--- src/tar_pkg.sv ---
package tar_pkg;

  // Alarm levels as seen on the result port
  typedef enum logic [2:0] {
    LVL_NOMINAL = 3'd0,
    LVL_HI      = 3'd1,
    LVL_HIHI    = 3'd2,
    LVL_LO      = 3'd3,
    LVL_LOLO    = 3'd4
  } tar_level_t;

  typedef enum logic [1:0] {
    NOTIFY_NONE     = 2'd0,
    NOTIFY_TEMP     = 2'd1,
    NOTIFY_READ_ERR = 2'd2
  } tar_notify_t;

  typedef enum logic [0:0] {
    ACT_SAMPLE    = 1'b0,
    ACT_READ_FAIL = 1'b1
  } tar_action_t;

  // Register map
  localparam logic [2:0] REG_HIHI_THRESHOLD = 3'd0;
  localparam logic [2:0] REG_HI_THRESHOLD   = 3'd1;
  localparam logic [2:0] REG_LOLO_THRESHOLD = 3'd2;
  localparam logic [2:0] REG_LO_THRESHOLD   = 3'd3;
  localparam logic [2:0] REG_RISE_MARGIN    = 3'd4;
  localparam logic [2:0] REG_FAIL_LIMIT     = 3'd5;

  localparam int CFG_IDX_W  = 3;
  localparam int CFG_DATA_W = 8;

  // Register reset values
  localparam logic [7:0] HIHI_RST   = 8'd75;
  localparam logic [7:0] HI_RST     = 8'd65;
  localparam logic [7:0] LOLO_RST   = 8'd15;
  localparam logic [7:0] LO_RST     = 8'd5;
  localparam logic [7:0] MARGIN_RST = 8'd1;
  localparam logic [3:0] LIMIT_RST  = 4'd3;

  localparam logic [3:0] FAIL_MAX = 4'd15;

  typedef struct packed {
    logic [7:0] hihi_threshold;
    logic [7:0] hi_threshold;
    logic [7:0] lolo_threshold;
    logic [7:0] lo_threshold;
    logic [7:0] rise_margin;
    logic [3:0] fail_limit;
  } tar_cfg_t;

  typedef struct packed {
    tar_level_t level;
    logic [7:0] last_mag;
    logic [3:0] fail_cnt;
    logic       halted;
  } tar_state_t;

  typedef struct packed {
    tar_notify_t notify;
    tar_level_t  alarm_level;
    logic [7:0]  report_magnitude;
    logic        report_negative;
    logic [7:0]  report_fraction;
    logic [15:0] report_raw;
    logic [3:0]  fail_run;
    logic        give_up;
  } tar_result_t;

endpackage

--- src/tar_step.sv ---
module tar_step
  import tar_pkg::*;
(
  input  tar_cfg_t    cfg,
  input  tar_state_t  state,
  input  logic        action,
  input  logic [7:0]  temp_magnitude,
  input  logic        temp_negative,
  input  logic [7:0]  temp_fraction,
  input  logic [15:0] raw_reading,
  output tar_state_t  state_nxt,
  output tar_result_t result
);

  tar_level_t  lvl;
  logic [8:0]  rise;
  logic        rise_hit;
  logic [3:0]  lim;
  logic [3:0]  cnt_inc;
  tar_notify_t notify;

  // Level of the incoming sample
  always_comb begin
    if (!temp_negative) begin
      if (temp_magnitude >= cfg.hihi_threshold)    lvl = LVL_HIHI;
      else if (temp_magnitude >= cfg.hi_threshold) lvl = LVL_HI;
      else                                         lvl = LVL_NOMINAL;
    end else begin
      if (temp_magnitude >= cfg.lolo_threshold)    lvl = LVL_LOLO;
      else if (temp_magnitude >= cfg.lo_threshold) lvl = LVL_LO;
      else                                         lvl = LVL_NOMINAL;
    end
  end

  // Borrow bit set means no rise at all
  assign rise     = {1'b0, temp_magnitude} - {1'b0, state.last_mag};
  assign rise_hit = !rise[8] && (rise[7:0] > cfg.rise_margin);

  assign lim     = (cfg.fail_limit == 4'd0) ? 4'd1 : cfg.fail_limit;
  assign cnt_inc = (state.fail_cnt < FAIL_MAX) ? state.fail_cnt + 4'd1 : state.fail_cnt;

  always_comb begin
    state_nxt = state;
    notify    = NOTIFY_NONE;
    if (!state.halted) begin
      if (action == ACT_SAMPLE) begin
        state_nxt.fail_cnt = 4'd0;
        if (lvl != state.level) begin
          state_nxt.level    = lvl;
          state_nxt.last_mag = temp_magnitude;
          notify             = NOTIFY_TEMP;
        end else if (state.level != LVL_NOMINAL && rise_hit) begin
          state_nxt.last_mag = temp_magnitude;
          notify             = NOTIFY_TEMP;
        end
      end else begin
        if (state.fail_cnt == 4'd0) begin
          state_nxt.level    = LVL_NOMINAL;
          state_nxt.last_mag = 8'd0;
          notify             = NOTIFY_READ_ERR;
        end
        state_nxt.fail_cnt = cnt_inc;
        if (cnt_inc >= lim) state_nxt.halted = 1'b1;
      end
    end
  end

  always_comb begin
    result.notify           = notify;
    result.alarm_level      = state_nxt.level;
    result.report_magnitude = 8'd0;
    result.report_negative  = 1'b0;
    result.report_fraction  = 8'd0;
    result.report_raw       = 16'd0;
    result.fail_run         = state_nxt.fail_cnt;
    result.give_up          = state_nxt.halted;
    if (notify == NOTIFY_TEMP) begin
      result.report_magnitude = temp_magnitude;
      result.report_negative  = temp_negative;
      result.report_fraction  = temp_fraction;
      result.report_raw       = raw_reading;
    end
  end

endmodule

--- src/temperature_alarm_reporter.sv ---
// A request accepted at a clock edge is captured in the result register at that edge and shows on out_*.
// Throughput: one request per cycle; in_ready stays high while the result register is empty or
//   being drained, so the input is only held off when out_valid is high and out_ready is low.
// Reset (rst_n low, synchronous): alarm state and failure count cleared, halt flag cleared,
//   thresholds, rise margin and failure limit back to their defaults, result register emptied.
module temperature_alarm_reporter
  import tar_pkg::*;
(
  input  logic                  clk,
  input  logic                  rst_n,
  // request channel
  input  logic                  in_valid,
  output logic                  in_ready,
  input  logic                  in_action,
  input  logic [7:0]            in_temp_magnitude,
  input  logic                  in_temp_negative,
  input  logic [7:0]            in_temp_fraction,
  input  logic [15:0]           in_raw_reading,
  // result channel
  output logic                  out_valid,
  input  logic                  out_ready,
  output logic [1:0]            out_notify,
  output logic [2:0]            out_alarm_level,
  output logic [7:0]            out_report_magnitude,
  output logic                  out_report_negative,
  output logic [7:0]            out_report_fraction,
  output logic [15:0]           out_report_raw,
  output logic [3:0]            out_fail_run,
  output logic                  out_give_up,
  // register writes
  input  logic                  cfg_valid,
  output logic                  cfg_ready,
  input  logic [CFG_IDX_W-1:0]  cfg_index,
  input  logic [CFG_DATA_W-1:0] cfg_data
);

  tar_cfg_t    cfg_r;
  tar_state_t  state_r, state_nxt;
  tar_result_t result, out_r;
  logic        out_valid_r;
  logic        in_fire;

  // The result register is the only buffer: the next request may enter in the same
  // cycle the current result leaves.
  assign in_ready = !out_valid_r || out_ready;
  assign in_fire  = in_valid && in_ready;

  // Register writes are always taken; unknown indexes fall through.
  assign cfg_ready = 1'b1;

  always_ff @(posedge clk) begin
    if (!rst_n) begin
      cfg_r.hihi_threshold <= HIHI_RST;
      cfg_r.hi_threshold   <= HI_RST;
      cfg_r.lolo_threshold <= LOLO_RST;
      cfg_r.lo_threshold   <= LO_RST;
      cfg_r.rise_margin    <= MARGIN_RST;
      cfg_r.fail_limit     <= LIMIT_RST;
    end else if (cfg_valid) begin
      case (cfg_index)
        REG_HIHI_THRESHOLD: cfg_r.hihi_threshold <= cfg_data;
        REG_HI_THRESHOLD:   cfg_r.hi_threshold   <= cfg_data;
        REG_LOLO_THRESHOLD: cfg_r.lolo_threshold <= cfg_data;
        REG_LO_THRESHOLD:   cfg_r.lo_threshold   <= cfg_data;
        REG_RISE_MARGIN:    cfg_r.rise_margin    <= cfg_data;
        REG_FAIL_LIMIT:     cfg_r.fail_limit     <= cfg_data[3:0];
        default:            ;
      endcase
    end
  end

  // Classification, rise check and failure bookkeeping, all in one pass.
  tar_step u_step (
    .cfg            (cfg_r),
    .state          (state_r),
    .action         (in_action),
    .temp_magnitude (in_temp_magnitude),
    .temp_negative  (in_temp_negative),
    .temp_fraction  (in_temp_fraction),
    .raw_reading    (in_raw_reading),
    .state_nxt      (state_nxt),
    .result         (result)
  );

  // Alarm state moves on at acceptance so a back-to-back request sees it.
  always_ff @(posedge clk) begin
    if (!rst_n) begin
      state_r.level    <= LVL_NOMINAL;
      state_r.last_mag <= 8'd0;
      state_r.fail_cnt <= 4'd0;
      state_r.halted   <= 1'b0;
    end else if (in_fire) begin
      state_r <= state_nxt;
    end
  end

  always_ff @(posedge clk) begin
    if (!rst_n) begin
      out_valid_r <= 1'b0;
    end else if (in_fire) begin
      out_valid_r <= 1'b1;
    end else if (out_ready) begin
      out_valid_r <= 1'b0;
    end
  end

  // Payload of the result register, no reset needed
  always_ff @(posedge clk) begin
    if (in_fire) begin
      out_r <= result;
    end
  end

  assign out_valid            = out_valid_r;
  assign out_notify           = out_r.notify;
  assign out_alarm_level      = out_r.alarm_level;
  assign out_report_magnitude = out_r.report_magnitude;
  assign out_report_negative  = out_r.report_negative;
  assign out_report_fraction  = out_r.report_fraction;
  assign out_report_raw       = out_r.report_raw;
  assign out_fail_run         = out_r.fail_run;
  assign out_give_up          = out_r.give_up;

  // Once halted, only a reset brings the block back.
  a_halt_sticky: assert property (@(posedge clk) disable iff (!rst_n)
    state_r.halted |=> state_r.halted)
    else $error("halt flag dropped without reset");

  // A halted block never issues a temperature report.
  a_no_temp_when_halted: assert property (@(posedge clk) disable iff (!rst_n)
    (out_valid && out_give_up) |-> (out_notify != NOTIFY_TEMP))
    else $error("temperature report with give-up set");

  // A read error report always starts a fresh run at nominal level.
  a_read_err_shape: assert property (@(posedge clk) disable iff (!rst_n)
    (out_valid && out_notify == NOTIFY_READ_ERR) |->
      (out_alarm_level == LVL_NOMINAL && out_fail_run == 4'd1))
    else $error("read error report with wrong level or count");

  // Report fields are blank unless a temperature report is issued.
  a_blank_report: assert property (@(posedge clk) disable iff (!rst_n)
    (out_valid && out_notify != NOTIFY_TEMP) |->
      (out_report_magnitude == 8'd0 && out_report_negative == 1'b0 &&
       out_report_fraction == 8'd0 && out_report_raw == 16'd0))
    else $error("report fields set without temperature report");

  // An accepted sample on a running block clears the failure run.
  a_sample_clears: assert property (@(posedge clk) disable iff (!rst_n)
    (in_fire && in_action == ACT_SAMPLE && !state_r.halted) |=> (state_r.fail_cnt == 4'd0))
    else $error("failure count not cleared by sample");

endmodule

--- config.mk ---
export PLATFORM = sky130hd
export DESIGN_NAME = temperature_alarm_reporter
export DESIGN_NICKNAME = d
export VERILOG_FILES = /design/src/tar_pkg.sv /design/src/tar_step.sv /design/src/temperature_alarm_reporter.sv
export SDC_FILE = /design/constraint.sdc
export NUM_CORES = 1
export LEC_CHECK = 0
export BUFFER_PORTS_ARGS = -buffer_cell sky130_fd_sc_hd__buf_2
export CAP_MARGIN = 0
export CORE_MARGIN = 2
export CORE_UTILIZATION = 30
export CTS_CLUSTER_DIAMETER = 200
export DETAILED_ROUTE_END_ITERATION = 10
export SLEW_MARGIN = 20
export SYNTH_ARGS = -nofsm -noshare
export SYNTH_HDL_FRONTEND = slang
export SYNTH_HIERARCHICAL = 1
export SYNTH_SLANG_ARGS = --single-unit
--- constraint.sdc ---
create_clock -name clk -period 11 [get_ports clk]
set_input_delay 2.2 -clock clk [delete_from_list [all_inputs] [get_ports clk]]
set_output_delay 2.2 -clock clk [all_outputs]
set_load 0.005 [all_outputs]
==> results of run 1 <==
[path summary, 6_finish.rpt]
kind | to | startpoint | cells after the start | slack, ps
worst min register to register | cfg_r[16]$_SDFFE_PN0P_ | cfg_r[16]$_SDFFE_PN0P_ | 2 | 470
worst max-delay path | state_r[5]$_SDFFE_PN0P_ | in_temp_magnitude[0] | 19 | 5360
worst max register to register | state_r[5]$_SDFFE_PN0P_ | state_r[6]$_SDFFE_PN0P_ | 20 | 6920
worst min-delay path | cfg_r[16]$_SDFFE_PN0P_ | cfg_r[16]$_SDFFE_PN0P_ | 2 | 470
[cells in the final DEF (no fill, tap or decap), types with 31 or more instances in the layout]
cell                       netlist  routed
sky130_fd_sc_hd__and3_1         34      34
sky130_fd_sc_hd__buf_2           3      94
sky130_fd_sc_hd__dfxtp_1        61      61
sky130_fd_sc_hd__edfxtp_1       43      43
sky130_fd_sc_hd__ha_1           54      54
sky130_fd_sc_hd__inv_1          58      58
sky130_fd_sc_hd__mux2i_1        31      31
sky130_fd_sc_hd__nand2_1        59      59
sky130_fd_sc_hd__nand3_1        36      36
sky130_fd_sc_hd__o21ai_0        41      41
[worst max-delay path, stage by stage]
cell                       delay (ps)
sky130_fd_sc_hd__buf_2            130
sky130_fd_sc_hd__inv_1            180
sky130_fd_sc_hd__ha_1             220
sky130_fd_sc_hd__fa_1             260
sky130_fd_sc_hd__nor2b_4           50
sky130_fd_sc_hd__o31a_1           260
sky130_fd_sc_hd__o31a_1           270
sky130_fd_sc_hd__a21oi_1          130
sky130_fd_sc_hd__ha_1             260
sky130_fd_sc_hd__a21o_1           180
sky130_fd_sc_hd__a21oi_1          170
sky130_fd_sc_hd__nand4_1          130
sky130_fd_sc_hd__o311a_4          160
sky130_fd_sc_hd__a31oi_4          160
sky130_fd_sc_hd__o221ai_4         330
sky130_fd_sc_hd__o21ai_2          440
sky130_fd_sc_hd__a22o_1           180
sky130_fd_sc_hd__nand2_1           50
sky130_fd_sc_hd__mux2i_1          160
[through the flow]
stage               total power, W  worst slack, ps
global placement          0.000584             5070
global route              0.000938             4970
CTS                       0.000901             5350
finish                    0.000890             5360
floorplan                 0.000539             5680
detailed placement        0.000586             4970
[layout make-up]
class                           count  area (um2)
Clock buffer                       10         229
Multi-Input combinational cell    372        2730
Timing Repair Buffer               97         493
Clock inverter                      6        57.6
Tap cell                          234         293
Fill cell                        1903       12000
Sequential cell                   104        2510
Inverter                           58         218
[cell families (layout without fill, tap and decap cells)]
logic type      after synthesis  count (layout)  share of synthesized area (%)
simple gates                179             179                           16.5
flops                       104             104                           44.5
compound gates              101             101                           13.1
buf+inv                      94             171                           7.24
fa+ha+maj                    55              55                           12.3
mux                          31              31                           5.49
xor+xnor                      5               5                          0.775
other cells                   1               1                         0.0664
[power breakdown]
part	switching [W]	leakage [nW]	total, W	internal, W
registers	0.00000752	0.927	0.000431	0.000424
logic	0.0000823	1.78	0.000145	0.0000627
clock network	0.000154	0.141	0.000313	0.000160
[registers in the layout, summed over array words and instances, names as in the netlist]
name / count
state_r: 16
out_report_magnitude: 8
out_notify: 2
out_report_negative: 1
cfg_r: 44
out_report_fraction: 8
out_report_raw: 16
out_alarm_level: 3
out_give_up: 1
out_fail_run: 4
out_valid: 1
[per-layer routing]
metal | GRT usage, % | routed length [um]
met5 | 0 | 0
met4 | 2.79 | 80
met3 | 3.16 | 766
met2 | 19.6 | 5210
met1 | 18.4 | 6470
==> run_summary.xml, run 1 <==
<?xml version="1.0" encoding="UTF-8"?>
<metrics>
  <group name="run_status">
    <metric name="outcome" unit="">complete, no violations</metric>
  </group>
  <group name="yosys">
    <metric name="synth_flop_cell" unit="">sky130_fd_sc_hd__dfxtp_1</metric>
    <metric name="average_size_of_a_mapped_cell" unit="um2">9.91</metric>
    <metric name="yosysUniqueCellTypes" unit="">62</metric>
    <metric name="synthCells" unit="">570</metric>
    <metric name="netlist.top_cell.by_area" unit="">sky130_fd_sc_hd__edfxtp_1</metric>
    <metric name="synth_nets" unit="">675</metric>
    <metric name="asyncSetResetFlopFracSynth" unit="%">0</metric>
    <metric name="syn-cell-area" unit="mm2">0.00565</metric>
    <metric name="ys_seq_elements" unit="">104</metric>
    <metric name="yosysWarnings" unit="">6</metric>
    <metric name="synth.most_common_cell" unit="">sky130_fd_sc_hd__dfxtp_1</metric>
    <metric name="yosysSeqAreaShare" unit="%">44.5</metric>
    <metric name="area_share_of_the_largest_cell_type_after_synthesis" unit="%">22.9</metric>
    <metric name="synth.top_cells.by_area" unit="">sky130_fd_sc_hd__edfxtp_1 (23%), sky130_fd_sc_hd__dfxtp_1 (22%), sky130_fd_sc_hd__ha_1 (12%)</metric>
    <metric name="yosys-top-cells-count" unit="">sky130_fd_sc_hd__dfxtp_1 (61), sky130_fd_sc_hd__nand2_1 (59), sky130_fd_sc_hd__inv_1 (58)</metric>
    <metric name="synth_edf_count" unit="">43</metric>
  </group>
  <group name="die">
    <metric name="fp.coreArea" unit="mm2">0.0186</metric>
    <metric name="die_height" unit="um">141</metric>
    <metric name="die_area" unit="mm2">0.0199</metric>
    <metric name="fp.dieW" unit="um">141</metric>
    <metric name="initial_utilization" unit="%">30.4</metric>
    <metric name="fp-row-count" unit="">50</metric>
    <metric name="design.portCount" unit="">96</metric>
  </group>
  <group name="worst_setup_path">
    <metric name="worst_ep_required_time" unit="ps">11280</metric>
    <metric name="critical_path_peak_fanout" unit="">35</metric>
    <metric name="critical_path_arrival" unit="ps">5920</metric>
    <metric name="endpoint_kind" unit="">flop</metric>
    <metric name="setup.worst_path.class" unit="">in2reg</metric>
    <metric name="crit_path_start_kind" unit="">input pin</metric>
  </group>
  <group name="clocking">
    <metric name="cts_buffer_depth" unit="">2</metric>
    <metric name="post-cts-setup-buffer-count" unit="">0</metric>
    <metric name="clock_insertion_delay_worst_skew" unit="ps">350</metric>
    <metric name="cts_hold_buf" unit="">0</metric>
    <metric name="cts_tree" unit="">built</metric>
    <metric name="clock-sinks" unit="">104</metric>
    <metric name="clock-root-buffer" unit="">sky130_fd_sc_hd__clkbuf_16</metric>
    <metric name="cts-buffers-inserted" unit="">9</metric>
    <metric name="clkTransAtPathRegs" unit="ps">80</metric>
    <metric name="ctsResizeCount" unit="">0</metric>
    <metric name="htreeDepth" unit="">3</metric>
  </group>
  <group name="timing">
    <metric name="layout_min_cycle_time" unit="ps">5640</metric>
    <metric name="timing.max_slew.rel_slack" unit="%">42.7</metric>
    <metric name="report.final.slew_viol_count" unit="">0</metric>
    <metric name="setup-violations-final" unit="">0</metric>
    <metric name="rsz0062_at_grt" unit="">no</metric>
    <metric name="timing_worst_slew_pin_value" unit="ps">859</metric>
    <metric name="hold_ws" unit="ps">471</metric>
    <metric name="finalHoldViolCount" unit="">0</metric>
    <metric name="finalClockSkew" unit="ps">16.8</metric>
    <metric name="maxClockFrequency" unit="MHz">177</metric>
    <metric name="sum_neg_setup_slack" unit="ps">0</metric>
    <metric name="post-route-period-util" unit="%">51.2</metric>
  </group>
  <group name="global_route">
    <metric name="gr-usage-all-layers" unit="%">12.9</metric>
    <metric name="gr-total-overflow" unit="">0</metric>
    <metric name="pin_count_of_the_biggest_net_entering_global_routing" unit="">85</metric>
    <metric name="grt_first_pass_wirelength" unit="um">20700</metric>
    <metric name="antenna_found_initial" unit="">0</metric>
    <metric name="grt_pass1_vias" unit="">3942</metric>
  </group>
  <group name="finish">
    <metric name="drive_above_1_share" unit="%">19.8</metric>
    <metric name="stdcell_area" unit="mm2">0.00653</metric>
    <metric name="syn2layout_area_growth" unit="%">15.7</metric>
    <metric name="finish.cell_count_without_fillers" unit="">881</metric>
    <metric name="antenna_cells_inserted" unit="">0</metric>
    <metric name="utilization" unit="%">35.2</metric>
    <metric name="design.final.nets" unit="">747</metric>
  </group>
  <group name="place">
    <metric name="placement.cell_area" unit="mm2">0.00625</metric>
    <metric name="placed_wire_length_estimate_after_detailed_placement" unit="um">9360</metric>
    <metric name="place_congestion" unit="">0.805</metric>
    <metric name="place.detailed.instances" unit="">865</metric>
    <metric name="io_buffers" unit="">94</metric>
  </group>
  <group name="routing">
    <metric name="wl_per_cell" unit="um">14.2</metric>
    <metric name="drt_iter0_drc" unit="">267</metric>
    <metric name="remaining_routing_drc_violations" unit="">0</metric>
    <metric name="routed-via-count" unit="">4200</metric>
    <metric name="wl" unit="um">12500</metric>
    <metric name="drt-pass1-iter-count" unit="">4</metric>
    <metric name="route.detailed.vias_per_inst" unit="">4.77</metric>
    <metric name="drtAntennaViolNets" unit="">0</metric>
  </group>
  <group name="power_and_ir_drop">
    <metric name="p_leak" unit="nW">2.85</metric>
    <metric name="ir_worst_vdd" unit="V">0.0000793</metric>
    <metric name="power-per-cell-area" unit="mW/mm2">136</metric>
  </group>
  <group name="job">
    <metric name="max-cap-violations" unit="">0</metric>
  </group>
  <group name="worst_hold_path">
    <metric name="timing.hold.worst.class" unit="">reg2reg</metric>
  </group>
</metrics>
No activity file was read; power rests on OpenSTA's default activity.
==> run 2, diff against run 1 <==
==> constraint.sdc (replaced) <==
create_clock -name clk -period 5.3 [get_ports clk]
set_input_delay 1.06 -clock clk [delete_from_list [all_inputs] [get_ports clk]]
set_output_delay 1.06 -clock clk [all_outputs]
set_load 0.005 [all_outputs]
==> run 2 against run 1 <==
Net effect:
- final cell count up 0.11%
- routed wire length up 1.1%
- non-clock buffer count up 1
- combinational power up 110%
- core utilization up 0.10 points
- critical path depth up 3
- final area up 0.29%
==> run_summary.xml, run 2 (same netlist as run 1, synthesis figures left out) <==
<?xml version="1.0" encoding="UTF-8"?>
<metrics>
  <group name="timing">
    <metric name="layout_min_cycle_time" unit="ps">4470</metric>
    <metric name="sum_neg_setup_slack" unit="ps">0</metric>
    <metric name="maxClockFrequency" unit="MHz">224</metric>
    <metric name="post-route-period-util" unit="%">84.3</metric>
    <metric name="report.final.slew_viol_count" unit="">0</metric>
    <metric name="rsz0062_at_grt" unit="">no</metric>
    <metric name="timing_worst_slew_pin_value" unit="ps">794</metric>
    <metric name="finalClockSkew" unit="ps">12.2</metric>
    <metric name="finalHoldViolCount" unit="">0</metric>
    <metric name="setup-violations-final" unit="">0</metric>
    <metric name="timing.max_slew.rel_slack" unit="%">47.0</metric>
  </group>
  <group name="finish">
    <metric name="stdcell_area" unit="mm2">0.00655</metric>
    <metric name="most-common-layout-cells" unit="">sky130_fd_sc_hd__buf_2 (94), sky130_fd_sc_hd__dfxtp_1 (61), sky130_fd_sc_hd__nand2_1 (59)</metric>
    <metric name="design.final.nets" unit="">748</metric>
    <metric name="syn2layout_area_growth" unit="%">16.0</metric>
    <metric name="layout.cells.most_common" unit="">sky130_fd_sc_hd__buf_2</metric>
    <metric name="drive_above_1_share" unit="%">19.9</metric>
    <metric name="registers.top_by_ff_count" unit="">cfg_r</metric>
    <metric name="antenna_cells_inserted" unit="">0</metric>
    <metric name="largest_register_ffs" unit="">44</metric>
  </group>
  <group name="power_and_ir_drop">
    <metric name="ir_worst_vdd" unit="V">0.000149</metric>
    <metric name="power.switching_fraction" unit="%">27.8</metric>
    <metric name="power_frac_seq" unit="%">48.1</metric>
    <metric name="net-switching-power" unit="W">0.000519</metric>
    <metric name="power-per-cell-area" unit="mW/mm2">284</metric>
    <metric name="power.combinational.fraction" unit="%">16.2</metric>
    <metric name="p_leak" unit="nW">2.86</metric>
    <metric name="clkPwrFrac" unit="%">35.6</metric>
    <metric name="p_int" unit="W">0.00134</metric>
  </group>
  <group name="die">
    <metric name="initial_utilization" unit="%">30.4</metric>
    <metric name="design.portCount" unit="">96</metric>
    <metric name="fp.coreArea" unit="mm2">0.0186</metric>
    <metric name="die_area" unit="mm2">0.0199</metric>
    <metric name="fp.dieW" unit="um">141</metric>
    <metric name="die_height" unit="um">141</metric>
    <metric name="fp-row-count" unit="">50</metric>
  </group>
  <group name="worst_setup_path">
    <metric name="critical_path_peak_fanout" unit="">13</metric>
    <metric name="setup.worst_path.class" unit="">in2reg</metric>
    <metric name="timing.reg2reg.setup_slack" unit="ps">1250</metric>
    <metric name="critical_path_arrival" unit="ps">4750</metric>
    <metric name="endpoint_kind" unit="">flop</metric>
    <metric name="worst_ep_required_time" unit="ps">5580</metric>
    <metric name="worstRegToRegCells" unit="">21</metric>
    <metric name="crit_path_start_kind" unit="">input pin</metric>
  </group>
  <group name="global_route">
    <metric name="gr-usage-all-layers" unit="%">12.7</metric>
    <metric name="grt_first_pass_wirelength" unit="um">20300</metric>
    <metric name="antenna_found_initial" unit="">0</metric>
    <metric name="grt_pass1_vias" unit="">4011</metric>
    <metric name="gr-total-overflow" unit="">0</metric>
    <metric name="pin_count_of_the_biggest_net_entering_global_routing" unit="">37</metric>
  </group>
  <group name="routing">
    <metric name="wl" unit="um">12700</metric>
    <metric name="wl_per_cell" unit="um">14.4</metric>
    <metric name="remaining_routing_drc_violations" unit="">0</metric>
    <metric name="route.detailed.vias_per_inst" unit="">4.74</metric>
    <metric name="drt_iter0_drc" unit="">188</metric>
    <metric name="drt-pass1-iter-count" unit="">5</metric>
    <metric name="drtAntennaViolNets" unit="">0</metric>
    <metric name="routed-via-count" unit="">4183</metric>
  </group>
  <group name="clocking">
    <metric name="cts-buffers-inserted" unit="">9</metric>
    <metric name="clock-root-buffer" unit="">sky130_fd_sc_hd__clkbuf_16</metric>
    <metric name="cts_buffer_depth" unit="">2</metric>
    <metric name="post-cts-setup-buffer-count" unit="">0</metric>
    <metric name="cts_hold_buf" unit="">0</metric>
    <metric name="clkTransAtPathRegs" unit="ps">80</metric>
    <metric name="clock_insertion_delay_worst_skew" unit="ps">350</metric>
    <metric name="cts_tree" unit="">built</metric>
    <metric name="ctsResizeCount" unit="">0</metric>
    <metric name="clock-sinks" unit="">104</metric>
    <metric name="htreeDepth" unit="">3</metric>
  </group>
  <group name="place">
    <metric name="placed_wire_length_estimate_after_detailed_placement" unit="um">9560</metric>
    <metric name="io_buffers" unit="">94</metric>
    <metric name="placement.cell_area" unit="mm2">0.00625</metric>
    <metric name="place_congestion" unit="">0.839</metric>
  </group>
  <group name="worst_hold_path">
    <metric name="timing.hold.worst.class" unit="">reg2reg</metric>
    <metric name="holdPathStages" unit="">2</metric>
  </group>
  <group name="job">
    <metric name="max-cap-violations" unit="">0</metric>
  </group>
  <group name="run_status">
    <metric name="outcome" unit="">complete, no violations</metric>
  </group>
</metrics>
[run 2: cell count changes in the layout (fill, tap and decap cells not counted)]
cell,delta
sky130_fd_sc_hd__buf_4,+1
sky130_fd_sc_hd__nor2_4,+1
sky130_fd_sc_hd__nor2_2,-1
sky130_fd_sc_hd__clkinv_8,+1
sky130_fd_sc_hd__clkinv_4,-1
sky130_fd_sc_hd__clkinvlp_4,+1
sky130_fd_sc_hd__inv_6,-1
[run 2: worst max-delay path, cell delays in order]
cell	delay, ps
sky130_fd_sc_hd__buf_2	130
sky130_fd_sc_hd__inv_1	210
sky130_fd_sc_hd__ha_1	240
sky130_fd_sc_hd__nor2b_1	50
sky130_fd_sc_hd__o21ai_0	180
sky130_fd_sc_hd__nand2b_1	110
sky130_fd_sc_hd__a21o_1	200
sky130_fd_sc_hd__a21oi_1	250
sky130_fd_sc_hd__o21bai_1	100
sky130_fd_sc_hd__a21oi_1	180
sky130_fd_sc_hd__xnor2_1	90
sky130_fd_sc_hd__ha_1	290
sky130_fd_sc_hd__nand3_1	120
sky130_fd_sc_hd__nor3_1	200
sky130_fd_sc_hd__a211oi_1	90
sky130_fd_sc_hd__o311a_4	140
sky130_fd_sc_hd__a31oi_4	180
sky130_fd_sc_hd__o221ai_4	200
sky130_fd_sc_hd__o21ai_2	370
sky130_fd_sc_hd__a22o_1	190
sky130_fd_sc_hd__nand2_1	50
sky130_fd_sc_hd__mux2i_1	140
[run 2: worst paths after layout]
check | startpoint | to
setup / recovery | in_temp_magnitude[0] | state_r[10]$_SDFFE_PN0P_
hold / removal | cfg_r[7]$_SDFFE_PN0P_ | cfg_r[7]$_SDFFE_PN0P_
setup reg to reg | state_r[6]$_SDFFE_PN0P_ | state_r[10]$_SDFFE_PN0P_
hold reg to reg | cfg_r[7]$_SDFFE_PN0P_ | cfg_r[7]$_SDFFE_PN0P_
[run 2: through the flow]
step	total power, W	util [%]	setup slack [ps]	instances	hold WS, ps
after floorplan	0.00112	-	1120	570	434
after global placement	0.00121	33.7	704	866	455
after detailed placement	0.00122	33.7	600	866	462
after CTS	0.00188	35.2	960	882	479
after global routing	0.00195	35.3	636	882	495
final	0.00186	35.3	832	882	472
[run 2: area by class of cell]
type / instances / area (um2)
fill: 1873 / 12000
clock buffer: 10 / 229
multi-input combinational: 372 / 2740
inverter: 58 / 218
sequential: 104 / 2510
tap: 234 / 293
timing repair buffer: 98 / 500
clock inverter: 6 / 63.8
[run 2: per-layer routing]
metal  share of wire (%)  track usage (%)  vias to the layer above
met1                  52             18.0                     1913
met5                   0                0                        -
met3                 6.2             3.46                        6
met2                  41             19.3                      108
li1                    -                -                     2156
met4                0.58             3.05                        0
[run 2: power by group through the flow]
| stage | Clock (W) | Combinational, W | Sequential [W] |
|---|---|---|---|
| 2_1_floorplan | 0 | 0.000203 | 0.000916 |
| 3_3_place_gp | 0 | 0.000299 | 0.000915 |
| 3_5_place_dp | 0 | 0.000302 | 0.000915 |
| 4_1_cts | 0.000679 | 0.000304 | 0.000896 |
| 5_1_grt | 0.000713 | 0.000339 | 0.000901 |
| 6_report | 0.000664 | 0.000302 | 0.000896 |
==> run 3, diff against run 2 <==
==> constraint.sdc (replaced) <==
create_clock -name clk -period 4 [get_ports clk]
set_input_delay 0.8 -clock clk [delete_from_list [all_inputs] [get_ports clk]]
set_output_delay 0.8 -clock clk [all_outputs]
set_load 0.005 [all_outputs]
==> run 3 against run 2 <==
Net effect:
- final cell count up 1.4%
- clock power rose by 26%
- clock skew decreased by 4.7 ps
- highest routed layer unchanged
- first-iteration DRC count grew 11%
==> run_summary.xml, run 3 (same netlist as run 1, synthesis figures left out) <==
<?xml version="1.0" encoding="UTF-8"?>
<metrics>
  <group name="timing">
    <metric name="layout_min_cycle_time" unit="ps">3790</metric>
    <metric name="finalClockSkew" unit="ps">7.54</metric>
    <metric name="worst_slack" unit="ps">209</metric>
    <metric name="timing.max_slew.rel_slack" unit="%">49.5</metric>
    <metric name="maxClockFrequency" unit="MHz">264</metric>
    <metric name="timing_worst_slew_pin_value" unit="ps">757</metric>
    <metric name="post-route-period-util" unit="%">94.8</metric>
    <metric name="rsz0062_at_grt" unit="">no</metric>
    <metric name="report.final.slew_viol_count" unit="">0</metric>
    <metric name="finalHoldViolCount" unit="">0</metric>
    <metric name="setup-violations-final" unit="">0</metric>
    <metric name="hold_ws" unit="ps">471</metric>
  </group>
  <group name="finish">
    <metric name="registers.top_by_ff_count" unit="">cfg_r</metric>
    <metric name="antenna_cells_inserted" unit="">0</metric>
    <metric name="syn2layout_area_growth" unit="%">17.8</metric>
    <metric name="design.final.nets" unit="">761</metric>
    <metric name="num-fill-cells" unit="">1888</metric>
    <metric name="drive_above_1_share" unit="%">21.8</metric>
    <metric name="largest_register_ffs" unit="">44</metric>
    <metric name="utilization" unit="%">35.8</metric>
    <metric name="layout.cells.most_common" unit="">sky130_fd_sc_hd__buf_2</metric>
    <metric name="stdcell_area" unit="mm2">0.00665</metric>
    <metric name="most-common-layout-cells" unit="">sky130_fd_sc_hd__buf_2 (94), sky130_fd_sc_hd__dfxtp_1 (61), sky130_fd_sc_hd__nand2_1 (59)</metric>
  </group>
  <group name="place">
    <metric name="placed_wire_length_estimate_after_detailed_placement" unit="um">9800</metric>
    <metric name="place_congestion" unit="">0.869</metric>
    <metric name="place_worst_setup_slack" unit="ps">-197</metric>
    <metric name="placement.cell_area" unit="mm2">0.00636</metric>
    <metric name="io_buffers" unit="">94</metric>
  </group>
  <group name="worst_setup_path">
    <metric name="critical-path-max-stage-delay" unit="ps">270</metric>
    <metric name="worst_ep_required_time" unit="ps">4110</metric>
    <metric name="setup.worst_path.class" unit="">in2reg</metric>
    <metric name="path_cells" unit="">buf_2 -&gt; inv_1 -&gt; ha_1 -&gt; fa_1 -&gt; nor2b_4 -&gt; o31a_1 -&gt; o31a_1 -&gt; a21oi_1 -&gt; ha_1 -&gt; a21o_1 -&gt; a21oi_2 -&gt; nand4_1 -&gt; o311a_4 -&gt; a31oi_4 -&gt; o221ai_4 -&gt; buf_4 -&gt; and3_1</metric>
    <metric name="critical_path_arrival" unit="ps">3910</metric>
    <metric name="endpoint_kind" unit="">flop</metric>
    <metric name="critical_path_peak_fanout" unit="">33</metric>
    <metric name="crit_path_start_kind" unit="">input pin</metric>
    <metric name="cp_slowest_cell" unit="">sky130_fd_sc_hd__o31a_1</metric>
    <metric name="worstRegToRegCells" unit="">19</metric>
  </group>
  <group name="clocking">
    <metric name="clock-root-buffer" unit="">sky130_fd_sc_hd__clkbuf_16</metric>
    <metric name="clock_insertion_delay_worst_skew" unit="ps">360</metric>
    <metric name="clock-sinks" unit="">104</metric>
    <metric name="post-cts-setup-buffer-count" unit="">0</metric>
    <metric name="clkTransAtPathRegs" unit="ps">70</metric>
    <metric name="cts_buffer_depth" unit="">2</metric>
    <metric name="htreeDepth" unit="">3</metric>
    <metric name="cts-buffers-inserted" unit="">9</metric>
    <metric name="cts_tree" unit="">built</metric>
  </group>
  <group name="worst_hold_path">
    <metric name="holdPathStages" unit="">2</metric>
    <metric name="timing.hold.worst.class" unit="">reg2reg</metric>
  </group>
  <group name="die">
    <metric name="fp-row-count" unit="">50</metric>
    <metric name="die_height" unit="um">141</metric>
    <metric name="design.portCount" unit="">96</metric>
    <metric name="initial_utilization" unit="%">30.4</metric>
    <metric name="die_area" unit="mm2">0.0199</metric>
    <metric name="fp.coreArea" unit="mm2">0.0186</metric>
    <metric name="fp.dieW" unit="um">141</metric>
  </group>
  <group name="global_route">
    <metric name="gr-usage-all-layers" unit="%">13.4</metric>
    <metric name="antenna_found_initial" unit="">0</metric>
    <metric name="pin_count_of_the_biggest_net_entering_global_routing" unit="">58</metric>
    <metric name="gr-total-overflow" unit="">0</metric>
    <metric name="grt_pass1_vias" unit="">3991</metric>
    <metric name="grt_first_pass_wirelength" unit="um">20900</metric>
  </group>
  <group name="routing">
    <metric name="drtAntennaViolNets" unit="">0</metric>
    <metric name="wl" unit="um">12900</metric>
    <metric name="remaining_routing_drc_violations" unit="">0</metric>
    <metric name="drt_iter0_drc" unit="">209</metric>
    <metric name="routed-via-count" unit="">4229</metric>
    <metric name="drt-pass1-iter-count" unit="">4</metric>
    <metric name="route.detailed.vias_per_inst" unit="">4.73</metric>
    <metric name="wl_per_cell" unit="um">14.4</metric>
  </group>
  <group name="run_status">
    <metric name="outcome" unit="">complete, no violations</metric>
  </group>
  <group name="power_and_ir_drop">
    <metric name="power" unit="W">0.00245</metric>
    <metric name="p_leak" unit="nW">2.92</metric>
    <metric name="ir_worst_vdd" unit="V">0.000202</metric>
    <metric name="power-per-cell-area" unit="mW/mm2">368</metric>
  </group>
  <group name="job">
    <metric name="max-cap-violations" unit="">0</metric>
  </group>
</metrics>
-- run 3: cell types whose count changed in the layout (fill, tap and decap cells not counted), moves of 2 or more --
cell / before / now
sky130_fd_sc_hd__a21oi_1: 10 / 8
sky130_fd_sc_hd__a21oi_2: 1 / 3
sky130_fd_sc_hd__inv_6: 1 / 3
sky130_fd_sc_hd__buf_4: 4 / 16
sky130_fd_sc_hd__inv_8: 2 / 0
-- run 3: worst paths after layout --
path	from	end	slack (ps)
max	in_temp_magnitude[0]	out_report_raw[0]$_DFFE_PP_	210
min	cfg_r[11]$_SDFFE_PN0P_	cfg_r[11]$_SDFFE_PN0P_	470
max reg2reg	state_r[6]$_SDFFE_PN0P_	out_report_raw[0]$_DFFE_PP_	440
min reg2reg	cfg_r[11]$_SDFFE_PN0P_	cfg_r[11]$_SDFFE_PN0P_	470
-- run 3: layer usage --
layer / wire, um / up-vias / GRT usage (%)
met4: 119 / 0 / 3.00
met1: 6660 / 1934 / 18.8
met3: 772 / 8 / 4.65
met2: 5360 / 105 / 20.0
met5: 0 / - / 0
li1: - / 2182 / -
-- run 3: power by group --
group	internal [W]	switching [W]
registers	0.00117	0.0000212
clock network	0.000426	0.000412
logic	0.000189	0.000235
total	0.00178	0.000668
-- run 3: critical path, delay by kind of cell --
kind	cells	cell delay, ps
fa+ha+maj	3	720
compound gates	8	1510
buf+inv	3	470
simple gates	3	390
-- run 3: stage by stage --
stage	instances	setup TNS, ps
5_1_grt	894	0
3_3_place_gp	879	-1730
4_1_cts	894	0
2_1_floorplan	570	0
6_report	894	0
3_5_place_dp	879	-5230
-- run 3: area by class of cell --
class,count,area [um2],share of cell area [%]
clock inverters,6,50.0,0.752
repair buffers,111,611,9.18
flip-flops and latches,104,2510,37.8
well taps,234,293,4.40
inverters,58,218,3.27
multi-input cells,372,2750,41.3
clock buffers,9,225,3.38
-- run 3: repair_timing --
item | in CTS | in global routing
hold buffers | 0 | 0
resized for setup | 0 | 3
endpoints found under the setup margin | 0 | 8
